### config.mk
export PLATFORM = sky130hd
export DESIGN_NAME = rm2q_fifo
export DESIGN_NICKNAME = d
export VERILOG_FILES = /design/src/sv/rm2q_pkg.sv /design/src/sv/rm2q_fifo.sv
export SDC_FILE = /design/constraint.sdc
export NUM_CORES = 1
export LEC_CHECK = 0
export BUFFER_PORTS_ARGS = -buffer_cell sky130_fd_sc_hd__buf_2
export CORE_AREA = 2 2 41 43
export CTS_BUF_LIST = sky130_fd_sc_hd__clkbuf_2 sky130_fd_sc_hd__clkbuf_4 sky130_fd_sc_hd__clkbuf_8
export CTS_CLUSTER_SIZE = 16
export DETAILED_ROUTE_END_ITERATION = 12
export DIE_AREA = 0 0 43 45
export MAX_ROUTING_LAYER = met4
export PLACE_DENSITY = 0.81
export SYNTH_ARGS = -nofsm -noshare
export SYNTH_HDL_FRONTEND = slang
export SYNTH_SLANG_ARGS = --single-unit
### constraint.sdc
create_clock -name clk -period 2.45 [get_ports clk]
set_clock_uncertainty 0.2 [all_clocks]
set_input_delay 0.245 -clock clk [delete_from_list [all_inputs] [get_ports clk]]
set_output_delay 0.245 -clock clk [all_outputs]
set_load 0.02 [all_outputs]
### src/sv/rm2q_pkg.sv
// ----------------------------------------------------------------------------
// rm2q_pkg
// shared constants and types for the rotation matrix to quaternion core
// ----------------------------------------------------------------------------
package rm2q_pkg;

  localparam int DATA_WIDTH_DEF = 16;
  localparam int FRAC_BITS_DEF  = 14;

  // branch codes as reported in the result
  localparam logic [1:0] BR_TRACE = 2'd0;
  localparam logic [1:0] BR_X     = 2'd1;
  localparam logic [1:0] BR_Y     = 2'd2;
  localparam logic [1:0] BR_Z     = 2'd3;

  // classification of one request, carried from front to back
  typedef struct packed {
    logic [1:0] branch;
    logic       degen;
  } tag_t;

  localparam int TAG_W = 3;

endpackage

### src/sv/rm2q_fifo.sv
// ----------------------------------------------------------------------------
// rm2q_fifo
// two-entry queue between the classifier and the arithmetic pipeline
// ----------------------------------------------------------------------------
module rm2q_fifo #(
  parameter int W = 8
) (
  input  logic         clk,
  input  logic         rst,
  input  logic         push,
  input  logic [W-1:0] din,
  output logic         full,
  input  logic         pop,
  output logic [W-1:0] dout,
  output logic         empty
);
  import rm2q_pkg::*;

  logic [W-1:0] mem [2];
  logic         wptr, rptr;
  logic [1:0]   count;

  always_ff @(posedge clk) begin
    if (push) begin
      mem[wptr] <= din;
    end
  end

  always_ff @(posedge clk) begin
    if (rst) begin
      wptr  <= 1'b0;
      rptr  <= 1'b0;
      count <= 2'd0;
    end else begin
      if (push) wptr <= ~wptr;
      if (pop)  rptr <= ~rptr;
      count <= count + 2'(push) - 2'(pop);
    end
  end

  assign dout  = mem[rptr];
  assign full  = count[1];
  assign empty = (count == 2'd0);

endmodule

==> flow_summary.yaml <==
cells_and_area:
  layout.cells.non_filler: 94
  fillerInstances: 120
  layout_common_cells: "buf_2, edfxtp_1, dlygate4sd3_1"
  final_nets: 93
  layout_commonest_cell: "buf_2"
  seq_area_um2: 581
  n_antenna_cell: 0
  areaGrowthSynthToFinish_pct: 30.3
  multi_input_area_um2: 193
  drive_gt1_share_pct: 42.3
clock_network:
  cts_made_buffers: 3
  cts_hold_buf: 9
  root_buffer: "clkbuf_4"
  clk_pin_slew_ps: 110
  cts_sinks: 21
  max-clock-path-buffers: 2
  cts_tree: "done"
  clkLatencyLatePin_ps: 290
  ctsResizeCount: 0
  htree_num_levels: 1
  cts_setup_buffers: 0
timing:
  hold_viol: 0
  drv_slew: 0
  fmax_ghz: 0.552
  period_share_pct: 73.9
  post-route-min-period_ps: 1810
  grt_setup_unrepaired: "false"
  worst_slew_pin_slew_ps: 663
  finalSetupTns_ps: 0
  hold_slack_ps: 27.3
  setup_violations: 0
  maxSlewHeadroom_pct: 55.7
critical_path:
  critPathKind: "reg -> out"
  cp-start-kind: "register"
  worstPathMaxFanout: 8
  cp_data_required_time_ps: 2010
  r2r_start: "wptr"
  cp.arrival_ps: 1370
  setup.worst_path.end_class: "output port"
synthesis:
  synth_seq_cells: 21
  syn_avg_cell_area_um2: 17.5
  netlist.area_leader.share_pct: 61.1
  yosysWarnings: 0
  synthTopCellsByArea: "edfxtp_1, dfxtp_1, mux2_2, ha_1, xnor3_1"
  synthCells: 45
  yosysTopAreaCell: "edfxtp_1"
  synth_fp_nets: 59
  syn_area_um2: 786
  ys_types: 11
  seq_area_frac_synth_pct: 73.9
drt:
  ant_nets: 0
  via_count: 457
  wl_um: 1170
  routedWlPerCell_um: 12.4
  drt-vias-per-instance: 4.86
  drc: 0
  drt_iter0_markers: 7
  drt_pass1_iterations: 2
global_routing:
  grt_pass1_wl_um: 1930
  grt_pass1_vias: 487
  grt_max_degree: 13
  grtUsageTotal_pct: 14.4
  use_met2_pct: 27.6
  use_met1_pct: 15.4
  overflow: 0
  busiest_layer: "met2"
  use_met3_pct: 2.40
  grt_antenna_before_repair: 0
floorplanning:
  io_pins: 22
  rows: 14
  core_area_um2: 1470
  initial_core_util_pct: 53.4
  die_w_um: 43
  die_area_um2: 1940
  dieHeight_um: 45
power_and_ir_drop:
  vdd_drop_max_uv: 409
  powerDensity_nw_per_um2: 708
  leakage_uw: 0.000416
place:
  dp_hpwl_um: 852
  io_buffers: 21
  placed_cells: 81
  gp_congestion: 0.636
min_path:
  min_from: "pop"
  hp-class: "in -> reg"
run_status:
  status: "finished clean"
job:
  cap_viol_max_count: 0
## worst max-delay path: stages, from the launching register on
cell	delay, ps
dfxtp_1	540
mux2_2	380
buf_2	160
## state kept, by name (all words and copies together), names as in the netlist, named ones only
signal,flops
rptr,1
mem,16
wptr,1
count,2
## where the power goes
part | switching (µW) | internal, µW | total (µW)
combinational | 69.5 | 71.8 | 141
clock | 92.9 | 60.6 | 154
sequential | 16.2 | 414 | 430
## final cells by class
class                   count  share of cell area, %
flip-flops and latches     21                   56.7
clock inverters             1                  0.489
inverters                   2                  0.733
well taps                  16                   1.96
repair buffers             30                   19.1
clock buffers               3                   2.20
multi-input cells          21                   18.8
## worst paths after layout
check / cells after the start / endpoint / slack (ps)
max: 2 / dout[7] / 640
min: 3 / register / 30
max reg2reg: 1 / mem[0][2] / 1010
min reg2reg: 2 / register / 330
## through the flow
step / util (%) / setup slack (ps) / total power (µW) / instance area [µm²]
floorplan: - / 1130 / 526 / 786
global placement: 61.6 / 942 / 565 / 906
detailed placement: 61.6 / 900 / 571 / 906
CTS: 69.6 / 614 / 738 / 1020
global route: 69.6 / 547 / 763 / 1020
finish: 69.6 / 639 / 725 / 1020
## Yosys cell counts
cell and count:
mux2_2 8, inv_1 2, xnor3_1 1, nor2_1 5
and2_1 1, edfxtp_1 16, ha_1 2, xnor2_1 2
buf_2 1, nor2b_1 2, dfxtp_1 5
## logic make-up (layout without fill, tap and decap cells)
family	after synthesis	in the layout	synth area share, %
mux	8	8	11.5
simple gates	8	8	4.78
flops	21	21	73.9
xor+xnor	3	3	5.10
buf+inv	3	36	1.59
fa+ha+maj	2	2	3.18
## metal layers
metal	wire, µm	vias to the layer above
met5	0	-
met4	0	0
met2	647	11
met1	475	220
met3	42	0
li1	-	226
(Power assumes the default switching activity.)
