$ cat config.mk
export PLATFORM = sky130hd
export DESIGN_NAME = rm2q_front
export DESIGN_NICKNAME = d
export VERILOG_FILES = /design/src/sv/rm2q_pkg.sv /design/src/sv/rm2q_front.sv
export SDC_FILE = /design/constraint.sdc
export NUM_CORES = 1
export LEC_CHECK = 0
export BUFFER_PORTS_ARGS = -buffer_cell sky130_fd_sc_hd__buf_4
export CORE_MARGIN = 2
export CORE_UTILIZATION = 55
export DETAILED_ROUTE_END_ITERATION = 8
export GPL_ROUTABILITY_DRIVEN = 0
export GPL_TIMING_DRIVEN = 0
export PLACE_DENSITY = 0.82
export SETUP_SLACK_MARGIN = 0.3
export SLEW_MARGIN = 10
export SYNTH_ARGS = -nofsm -noshare
export SYNTH_HDL_FRONTEND = slang
export SYNTH_SLANG_ARGS = --single-unit
export TNS_END_PERCENT = 30
$ cat constraint.sdc
create_clock -name vclk -period 4.8
set_input_delay 0.24 -clock vclk [all_inputs]
set_output_delay 0.24 -clock vclk [all_outputs]
set_load 0.02 [all_outputs]
$ cat src/sv/rm2q_pkg.sv
// ----------------------------------------------------------------------------
// rm2q_pkg
// shared constants and types for the rotation matrix to quaternion core
// ----------------------------------------------------------------------------
package rm2q_pkg;

  localparam int DATA_WIDTH_DEF = 16;
  localparam int FRAC_BITS_DEF  = 14;

  // branch codes as reported in the result
  localparam logic [1:0] BR_TRACE = 2'd0;
  localparam logic [1:0] BR_X     = 2'd1;
  localparam logic [1:0] BR_Y     = 2'd2;
  localparam logic [1:0] BR_Z     = 2'd3;

  // classification of one request, carried from front to back
  typedef struct packed {
    logic [1:0] branch;
    logic       degen;
  } tag_t;

  localparam int TAG_W = 3;

endpackage

$ cat src/sv/rm2q_front.sv
// ----------------------------------------------------------------------------
// rm2q_front
// picks the branch, forms the square-root argument and the three numerators
// ----------------------------------------------------------------------------
module rm2q_front #(
  parameter int DATA_WIDTH = rm2q_pkg::DATA_WIDTH_DEF,
  parameter int FRAC_BITS  = rm2q_pkg::FRAC_BITS_DEF,
  parameter int AW         = DATA_WIDTH + 4
) (
  input  logic [9*DATA_WIDTH-1:0]     mat,
  output rm2q_pkg::tag_t              tag,
  output logic [AW-2:0]               arg,
  output logic [3*(DATA_WIDTH+1)-1:0] nums
);
  import rm2q_pkg::*;

  localparam int DW = DATA_WIDTH;

  logic signed [DW-1:0] m11, m12, m13, m21, m22, m23, m31, m32, m33;
  logic signed [AW-1:0] e11, e22, e33, one_v, trace, arg_s;
  logic signed [DW:0]   d_zy, d_xz, d_yx, s_xy, s_xz, s_yz;
  logic signed [DW:0]   n0, n1, n2;
  logic [1:0]           branch;

  assign m11 = mat[0*DW +: DW];
  assign m12 = mat[1*DW +: DW];
  assign m13 = mat[2*DW +: DW];
  assign m21 = mat[3*DW +: DW];
  assign m22 = mat[4*DW +: DW];
  assign m23 = mat[5*DW +: DW];
  assign m31 = mat[6*DW +: DW];
  assign m32 = mat[7*DW +: DW];
  assign m33 = mat[8*DW +: DW];

  assign e11   = AW'(m11);
  assign e22   = AW'(m22);
  assign e33   = AW'(m33);
  assign one_v = {{(AW-1-FRAC_BITS){1'b0}}, 1'b1, {FRAC_BITS{1'b0}}};
  assign trace = e11 + e22 + e33;

  assign d_zy = (DW+1)'(m32) - (DW+1)'(m23);
  assign d_xz = (DW+1)'(m13) - (DW+1)'(m31);
  assign d_yx = (DW+1)'(m21) - (DW+1)'(m12);
  assign s_xy = (DW+1)'(m12) + (DW+1)'(m21);
  assign s_xz = (DW+1)'(m13) + (DW+1)'(m31);
  assign s_yz = (DW+1)'(m23) + (DW+1)'(m32);

  // numerators come out in component order, skipping the scale component
  always_comb begin
    if (!trace[AW-1] && trace != '0) begin
      branch = BR_TRACE;
      arg_s  = one_v + trace;
      n0 = d_zy; n1 = d_xz; n2 = d_yx;
    end else if (e11 > e22 && e11 > e33) begin
      branch = BR_X;
      arg_s  = one_v + e11 - e22 - e33;
      n0 = d_zy; n1 = s_xy; n2 = s_xz;
    end else if (e22 > e33) begin
      branch = BR_Y;
      arg_s  = one_v + e22 - e11 - e33;
      n0 = d_xz; n1 = s_xy; n2 = s_yz;
    end else begin
      branch = BR_Z;
      arg_s  = one_v + e33 - e11 - e22;
      n0 = d_yx; n1 = s_xz; n2 = s_yz;
    end
  end

  assign tag.branch = branch;
  assign tag.degen  = arg_s[AW-1] || (arg_s == '0);
  assign arg        = arg_s[AW-2:0];
  assign nums       = {n2, n1, n0};

endmodule

==> results.ini <==
[status]
status=finished with violations
failed_checks=setup timing

[global_routing]
grt_pass1_wl_microns=66700
grt_max_degree=11
grt_antenna_before_repair=0
grt.overflow.total=0
grt_use_total=0.3395
grt_pass1_vias=13494

[sta]
setup_viol=66
fin_crit_sh=1.158
rsz0062_at_grt=true
final_hold_viol_count=0
period_minus_slack_ns=5.557
slew_violations=0
setup_ws_ns=-0.7573
slew_headroom=0.2876
tightest_slew_ns=1.054
fmax_ghz=0.1799

[worst_setup_path]
cp.required_ns=4.56
cp_slowest_cell=fa_1
crit_family=compound AO/OA/AOI/OAI gates
crit_arrival_ns=5.32
slowest_delay_ns=0.48
end_kind=output pin
crit_chain=buf_4, inv_1, fa_1, inv_1, ha_1, ha_1, a211oi_1, nor2_1, o21a_1, o21ai_0, xor2_1, mux2i_1, mux2_2, nor4_1, a32oi_1, and4bb_2, or3b_4, o31ai_4, buf_6
worstPathMaxFanout=6
path_class=in -> out
crit_path_start_kind=input port
critPathBufInv=4

[finish]
antenna_cells=0
clock_buffers=0
final_util=0.7460
final_layout_size_suffix_gt1_frac=0.2619
most-common-layout-cells=ha_1 (289), buf_4 (214), inv_1 (209)
nets=2450
final_cell_area_sq_mm=0.01689
layout_commonest_cell=ha_1
seqCellArea_sq_um=0
syn2layout_area_growth_pct=33.24
seq_cells=0
instances_no_fill=2217

[floorplan]
dieWidth_microns=155.8
fp.dieH_microns=155.8
start_util=0.5599
io_pins=217
dieArea_sq_mm=0.02428
core_sq_mm=0.02264
rows=55

[cts]
hold_buffers=0

[route]
dr.pass1.iters=7
drt-total-wl_microns=50290
ant_nets=0
drc=0
wl_per_cell_microns=22.69
num_vias=14425
dr.first_iter.drc_count=1553
vias_per_cell=6.507

[power_and_ir_drop]
finalPower_uw=5760
power_per_cell_area_mw_per_mm2=341.0
vdd_drop_max_mv=0.2399
p_leak_uw=0.008242

[yosys]
netlist_area_sq_mm=0.01268
syn_area_per_cell_sq_um=7.772
synthCells=1631
syn-num-nets=2147
yosysSeqAreaShare=0
synth.distinct_cells=85
ys_warn_count=0

[placement]
dpl-instance-area_sq_mm=0.01483
dp_hpwl_microns=33690
placed_cells=2133
io_buffers=217

[job]
maxCapViolCount=0

[min_path]
holdCritPathClass=in -> out

[cell usage after synthesis, types with 21 or more instances]
master,n,share of area
xor2_1,36,0.025
o21ai_0,96,0.038
o21a_1,21,0.012
a21o_1,28,0.017
ha_1,294,0.29
nor2b_1,33,0.016
a21oi_1,127,0.050
nor2_1,104,0.031
mux2i_1,44,0.035
nand2b_1,24,0.012
nor3_1,38,0.015
clkbuf_1,28,0.0083
nand2_1,87,0.026
nand3_1,24,0.0095
inv_1,219,0.065
fa_1,78,0.12
xnor2_1,90,0.062
[power by group]
group / switching (uW) / internal [uW]
clock: 0 / 0
sequential: 0 / 0
combinational: 3240 / 2520
total: 3240 / 2520
[layout make-up]
type	count	area [sq um]
multi-input cells	1366	12560
fillers	1439	5751
repair buffers	301	2749
inverters	220	853.3
plain buffers	45	371.6
well taps	285	356.6
[per-layer routing]
metal / wire length, microns / track usage / part of all wire / vias up
met5: 0 / 0 / 0 / -
met4: 4962 / 0.1800 / 0.099 / 0
met3: 5915 / 0.03222 / 0.12 / 440
met2: 22130 / 0.5988 / 0.44 / 1146
met1: 17290 / 0.4088 / 0.34 / 6652
li1: - / - / - / 6187
[per-stage QoR]
stage | hold slack [ns] | setup slack [ns] | setup TNS (ns)
floorplan | 0.7613 | 0.02236 | 0
global placement | 0.9865 | -0.8835 | -41.05
detailed placement | 0.9927 | -0.9458 | -51.64
CTS | 0.9530 | -0.4352 | -4.953
global route | 1.016 | -0.8802 | -33.83
finish | 1.009 | -0.7573 | -26.86
[cells by family (layout without fill, tap and decap cells)]
| logic type | count (synthesis) | count (layout) | share of synthesized area |
|---|---|---|---|
| buffers and inverters | 265 | 566 | 0.08084 |
| adder cells (fa/ha/maj) | 372 | 372 | 0.4134 |
| multiplexers | 61 | 61 | 0.04985 |
| AND/OR/NAND/NOR | 384 | 384 | 0.1520 |
| XOR/XNOR | 127 | 127 | 0.08834 |
| AO/OA/AOI/OAI | 422 | 422 | 0.2156 |
[final timing paths]
check | to | slack (ns) | cells past startpoint | start
worst max-delay path | tag[0] | -0.76 | 19 | mat[67]
worst min-delay path | nums[17] | 1.01 | 4 | mat[96]
[repair_timing]
action                                  4_1_cts  5_1_grt
gates cloned                                  6        2
pin swaps                                    42       31
endpoints found under the setup margin       72       72
gates resized for setup                     236       88
buffers inserted                             45       31
(Power assumes the default switching activity.)
